`src/circle_polygon_vertex_generator_assert.svh`:
```
// Assertion macros included by the file that checks its own logic.
`ifndef CIRCLE_POLYGON_VERTEX_GENERATOR_ASSERT_SVH
`define CIRCLE_POLYGON_VERTEX_GENERATOR_ASSERT_SVH

// The consequent must hold in the same cycle as the antecedent.
`define CPVG_ASSERT_SAME(label, clk, rst_n, pre, post, msg) \
	label: assert property (@(posedge clk) disable iff (!rst_n) (pre) |-> (post)) \
		else $error(msg);

// The consequent must hold in the cycle after the antecedent.
`define CPVG_ASSERT_NEXT(label, clk, rst_n, pre, post, msg) \
	label: assert property (@(posedge clk) disable iff (!rst_n) (pre) |=> (post)) \
		else $error(msg);

`endif

```
`src/cpvg_pkg.sv`:
```
package cpvg_pkg;

	// Field widths.
	localparam int RADIUS_W = 24;
	localparam int COORD_W  = 25;
	localparam int IDX_W    = 6;
	localparam int SLICE_W  = 7;
	localparam int CFG_INDEX_W = 1;
	localparam int CFG_DATA_W  = 7;

	// Fixed-point format of coordinates and of the rotation coefficients.
	localparam int COORD_FRAC_BITS = 8;
	localparam int COEF_W    = 32;
	localparam int COEF_FRAC = 30;

	// Slice count limits.
	localparam int MAX_SLICES = 64;
	localparam int ROM_LIMIT  = 64;
	localparam int SLICE_CAP  = (MAX_SLICES < ROM_LIMIT) ? MAX_SLICES : ROM_LIMIT;
	localparam int MIN_SLICES = 3;
	localparam int MIN_AUTO   = 6;

	localparam logic [COORD_W-1:0] COORD_MAX = 25'd16777215;

	// Two pi in Q32 for the circumference estimate, and in Q60 for the table build.
	localparam int TP_W = 35;
	localparam logic [TP_W-1:0] TWO_PI_Q32 = 35'h6487ED511;
	localparam logic [63:0] TWO_PI_Q60 = 64'h6487ED5110B4611A;
	localparam logic [63:0] ONE_Q60    = 64'h1000000000000000;

	typedef enum logic [CFG_INDEX_W-1:0] {
		REG_MAX_COUNT   = 1'b0,
		REG_AUTO_SLICES = 1'b1
	} cfg_reg_t;

	typedef enum logic [2:0] {
		ST_IDLE,
		ST_SIZE,
		ST_ROM,
		ST_FIRST,
		ST_MUL,
		ST_NEXT
	} state_t;

	typedef struct packed {
		logic accept;
		logic size;
		logic rom;
		logic first;
		logic mult;
		logic next;
	} cpvg_cmd_t;

	typedef struct packed {
		logic out_free;
		logic last_vertex;
	} cpvg_status_t;

	// The functions below run only while the coefficient table is elaborated.
	function automatic logic [63:0] mul_q60(input logic [63:0] a, input logic [63:0] b);
		logic [127:0] p;
		p = {64'd0, a} * {64'd0, b};
		return p[123:60];
	endfunction

	function automatic logic [63:0] udiv64(input logic [63:0] num, input logic [63:0] den);
		logic [64:0] rem;
		logic [63:0] quo;
		rem = '0;
		quo = '0;
		for (int i = 63; i >= 0; i--) begin
			rem = {rem[63:0], num[i]};
			if (rem >= {1'b0, den}) begin
				rem = rem - {1'b0, den};
				quo[i] = 1'b1;
			end
		end
		return quo;
	endfunction

	function automatic logic [31:0] to_q30(input logic [63:0] pos, input logic [63:0] neg);
		logic [63:0] mag;
		if (pos >= neg) begin
			mag = (pos - neg + 64'h20000000) >> 30;
			return mag[31:0];
		end
		mag = (neg - pos + 64'h20000000) >> 30;
		return 32'(-mag[31:0]);
	endfunction

	// Returns {sin(2*pi/n), cos(2*pi/n)} in Q2.30 from a Taylor series in Q60.
	function automatic logic [63:0] sincos_q30(input int n);
		logic [63:0] x, x2, st, sp, sn, ct, cp, cn, nn, d;
		if (n < MIN_SLICES)
			return 64'd0;
		nn = 64'(n);
		x  = udiv64(TWO_PI_Q60 + (nn >> 1), nn);
		x2 = mul_q60(x, x);
		st = x;
		sp = x;
		sn = '0;
		ct = ONE_Q60;
		cp = ONE_Q60;
		cn = '0;
		for (int k = 1; k <= 20; k++) begin
			d  = 64'((2 * k) * (2 * k + 1));
			st = udiv64(mul_q60(st, x2), d);
			d  = 64'((2 * k - 1) * (2 * k));
			ct = udiv64(mul_q60(ct, x2), d);
			if (k % 2 == 1) begin
				sn = sn + st;
				cn = cn + ct;
			end else begin
				sp = sp + st;
				cp = cp + ct;
			end
		end
		return {to_q30(sp, sn), to_q30(cp, cn)};
	endfunction

endpackage

```
`src/cpvg_ctrl.sv`:
```
module cpvg_ctrl (
	input  logic                  clk,
	input  logic                  arst_n,
	input  logic                  in_valid,
	output logic                  in_ready,
	input  cpvg_pkg::cpvg_status_t status,
	output cpvg_pkg::cpvg_cmd_t    cmd
);
	import cpvg_pkg::*;

	state_t state_q;
	state_t state_nx;

	always_ff @(posedge clk or negedge arst_n) begin
		if (!arst_n) begin
			state_q <= ST_IDLE;
		end else begin
			state_q <= state_nx;
		end
	end

	always_comb begin
		state_nx = state_q;
		cmd      = '0;
		in_ready = 1'b0;
		case (state_q)
			ST_IDLE: begin
				in_ready = 1'b1;
				if (in_valid) begin
					cmd.accept = 1'b1;
					state_nx   = ST_SIZE;
				end
			end
			ST_SIZE: begin
				cmd.size = 1'b1;
				state_nx = ST_ROM;
			end
			ST_ROM: begin
				cmd.rom  = 1'b1;
				state_nx = ST_FIRST;
			end
			ST_FIRST: begin
				if (status.out_free) begin
					cmd.first = 1'b1;
					state_nx  = ST_MUL;
				end
			end
			ST_MUL: begin
				cmd.mult = 1'b1;
				state_nx = ST_NEXT;
			end
			ST_NEXT: begin
				if (status.out_free) begin
					cmd.next = 1'b1;
					state_nx = status.last_vertex ? ST_IDLE : ST_MUL;
				end
			end
			default: begin
				state_nx = ST_IDLE;
			end
		endcase
	end

endmodule

```
`config.mk`:
```
export PLATFORM = sky130hd
export DESIGN_NAME = cpvg_ctrl
export DESIGN_NICKNAME = d
export VERILOG_FILES = /design/src/circle_polygon_vertex_generator_assert.svh /design/src/cpvg_pkg.sv /design/src/cpvg_ctrl.sv
export SDC_FILE = /design/constraint.sdc
export NUM_CORES = 1
export LEC_CHECK = 0
export BUFFER_PORTS_ARGS = -buffer_cell sky130_fd_sc_hd__buf_2
export CAP_MARGIN = 40
export CORE_AREA = 4 4 41 43
export CTS_BUF_LIST = sky130_fd_sc_hd__clkbuf_16
export DETAILED_ROUTE_END_ITERATION = 12
export DIE_AREA = 0 0 45 47
export GPL_ROUTABILITY_DRIVEN = 0
export SYNTH_ARGS = -nofsm -noshare
export SYNTH_HDL_FRONTEND = slang
export SYNTH_SLANG_ARGS = --single-unit
```
`constraint.sdc`:
```
create_clock -name clk -period 1.2 [get_ports clk]
set_clock_uncertainty 0.15 [all_clocks]
set_input_delay 0.12 -clock clk [delete_from_list [all_inputs] [get_ports clk]]
set_output_delay 0.12 -clock clk [all_outputs]
set_load 0.02 [all_outputs]
```
**Word-level counts from Yosys, hierarchy flattened**

Cells that the tools add are included.

- Input bits: 5
- Output and inout port bits: 7
- Flip-flop bits (word level): 3
- Word-level logic and storage cells: 25

- Mux-type cells: 14
- Equal/unequal tests: 8
- Reductions and logical operators: 2

Operators with widths:

| kind | count |
|---|---|
| one-hot mux 3 bit (6 select lines) | 1 |
| 2-to-1 mux 3 bit | 4 |
| 2-to-1 mux 1 bit | 9 |
| == test 3 x 2 -> 1 bit (second input constant) | 2 |
| == test 3 bit (second input constant) | 2 |
| inequality test 2 bit (second input constant) | 3 |
| == test 3 x 1 -> 1 bit (second input constant) | 1 |
| logical NOT 3 bit | 1 |
| AND reduction 3 bit | 1 |

**Depth between registers and ports, before layout**

- Word-level depth: 3
- Depth in mapped cells: 3

**Worst setup path after synthesis**

No wires, ideal clock.

- Path type: reg2out
- Start: reg state_q[1]
- End: out cmd[5] (netlist bit)
- Required time: 0.930 ns
- Buffers on the path: 1
- Arrival: 1.050 ns
- Path slack: -0.120 ns
- Cell stages (with the launch flop): 4
- Cells stage by stage: dfrtp_1 -> buf_6 -> nor3_4 -> and2_1

RTL lines:

| what | line | source |
|---|---|---|
| from (decl) | cpvg_ctrl.sv:11 | `state_t state_q;` |
| from (signal assigned) | cpvg_ctrl.sv:18 | `state_q <= state_nx;` |
| to (decl) | cpvg_ctrl.sv:7 | `output cpvg_pkg::cpvg_cmd_t cmd` |

==> flow_summary.json <==
{
  "drc_errors": 0,
  "violations": "negative setup slack",
  "rows": 13,
  "largest_reg_flops": 3,
  "cp.required_ps": 930,
  "finalHoldViolations": 0,
  "ant_nets": 0,
  "grt_overflow_total": 0,
  "whs_path_depth": 3,
  "grt_use_total_pct": 8.393,
  "hold_end": "state_q[0]",
  "postSynthNetCount": 27,
  "slew-limit-headroom_pct": 86.03,
  "placeableCoreArea_um2": 1301,
  "num_vias": 245,
  "rsz0062_at_grt": "yes",
  "finish.utilization_pct": 35.67,
  "cts_root_buf": "clkbuf_16",
  "setup_viol_count_final": 9,
  "cts_tree": "yes",
  "fin_crit_sh_pct": 115.6,
  "ys_types": 16,
  "ys_ff_latch": 3,
  "drv_cap": 0,
  "clkLatencyLatePin_ps": 230,
  "cts_buffers": 3,
  "post-place-ws_ps": -70.95,
  "fin_worst_hold_slack_ps": 51.39,
  "setup_ws_ps": -187.3,
  "wl_um": 684,
  "reg_top3": "state_q x3",
  "wl_per_cell_um": 12.00,
  "drt_iter0_drc": 5,
  "avgSynthCellArea_um2": 9.839,
  "cts.sinks": 3,
  "fmax_mhz": 720.8,
  "final_cell_mix": "buf_4, buf_2, clkbuf_16, buf_6, dfrtp_2",
  "status": "finished with violations",
  "final_max_slew_viol_count": 0,
  "synth_seq_area_share_pct": 34.68,
  "first_global_vias": 244,
  "antenna-diode-count": 0,
  "cts_buffer_depth": 2,
  "fp.dieW_um": 45,
  "crit_fanout": 5,
  "peakVddDrop_mv": 0.8716,
  "start_kind": "register",
  "grt_pass1_wl_um": 1069,
  "reg2reg_from": "state_q[2]",
  "final_common_cell": "buf_4",
  "worstSetupEndpointType": "primary output",
  "crit_start": "state_q[2]",
  "io_buffer_count": 11,
  "regMostFlops": "state_q",
  "r2r-end": "state_q[0]",
  "ys_warn_count": 0,
  "cts.reportedPaths.clkPinSlew_ps": 30,
  "regArea_um2": 78.83,
  "hpwlAfterDp_um": 361.1,
  "dieArea_um2": 2115,
  "ff2ff_setup_slack_ps": -80,
  "worst_slew_pin_slew_ps": 209.5,
  "htreeDepth": 1,
  "powerDensity_nw_per_um2": 3232,
  "vias_per_cell": 4.298,
  "start_util_pct": 16.63,
  "hp-start": "status[1]",
  "synth_area_um2": 216.5,
  "min_period_ps": 1387,
  "worst_hold_path_type": "input port to register",
  "p_leak_uw": 0.0002140,
  "chipHeight_um": 47,
  "antenna_found_initial": 0,
  "first_pass_iters": 4,
  "final_nets": 48,
  "p_total_uw": 1500,
  "n_fill_cell": 138,
  "drive_gt1_share_pct": 69.05,
  "path_class": "register to primary output",
  "area_delta_synth_final_pct": 114.5,
  "num_io_pins": 12,
  "postSynthCellCount": 22,
  "cp.arrival_ps": 1120,
  "multi_input_area_um2": 146.4,
  "grt_max_degree": 9,
  "rr_worst_depth": 4
}
Yosys cell counts (all sizes together):
library cell | count | area share [%]
nor2b | 1 | 2.9
nor3b | 2 | 9.2
dfrtp | 3 | 35
and3 | 1 | 2.9
nor2 | 3 | 5.2
a22oi | 1 | 3.5
nor3 | 1 | 7.5
nand2 | 1 | 1.7
o22ai | 1 | 2.9
buf | 2 | 10
o31a | 1 | 4.0
a31oi | 1 | 2.9
nand2b | 2 | 5.8
o21bai | 1 | 3.5
and2 | 1 | 2.9
stage by stage:
step | cells | TNS, ps | instance area (um^2)
finish | 57 | -1172 | 464.2
global route | 57 | -1601 | 464.2
CTS | 56 | -1098 | 434.2
detailed placement | 47 | -130.6 | 281.5
global placement | 47 | -126.5 | 281.5
floorplan | 22 | -103.2 | 222.7
power breakdown:
part           internal, uW  leakage, uW  total (uW)  switching, uW
clock network           430    0.0000423         529           98.6
logic                   379     0.000139         685            306
registers               163    0.0000329         286            123
total                   973     0.000214        1500            528
cells by family after synthesis:
kind of cell / after synthesis / synth area share (%)
buf+inv: 2 / 10.40
compound gates: 5 / 16.77
simple gates: 12 / 38.16
flops: 3 / 34.68
what timing repair did:
action / CTS / global route
buffers inserted: 3 / 1
endpoints found under the hold margin: 4 / 0
setup endpoints to repair: 7 / 9
hold buffers: 2 / 0
pin swaps: 3 / 0
resized for setup: 12 / 6
layer usage:
metal	global-route usage, %	wire (um)	up-vias
met4	14.04	34	0
met5	0	0	-
met3	3.831	44	2
li1	-	-	116
met2	10.73	357	11
met1	7.780	249	116
layout make-up:
class                   count  share of cell area [%]
repair buffers             18                   30.46
multi-input cells          17                   31.54
clock buffers               3                   16.17
well taps                  15                   4.043
clock inverters             1                  0.8086
flip-flops and latches      3                   16.98
how the worst max path moves through the flow:
stage              to
3_3_place_gp   cmd[5]
4_1_cts        cmd[5]
6_report       cmd[5]
2_1_floorplan  cmd[5]
5_1_grt        cmd[5]
3_5_place_dp   cmd[5]
worst max-delay path, cell delays in order, from the launching register on:
cell	delay, ps
dfrtp_2	430
nor3_4	190
and2_4	160
buf_6	100
No activity file was read; power rests on OpenSTA's default activity.
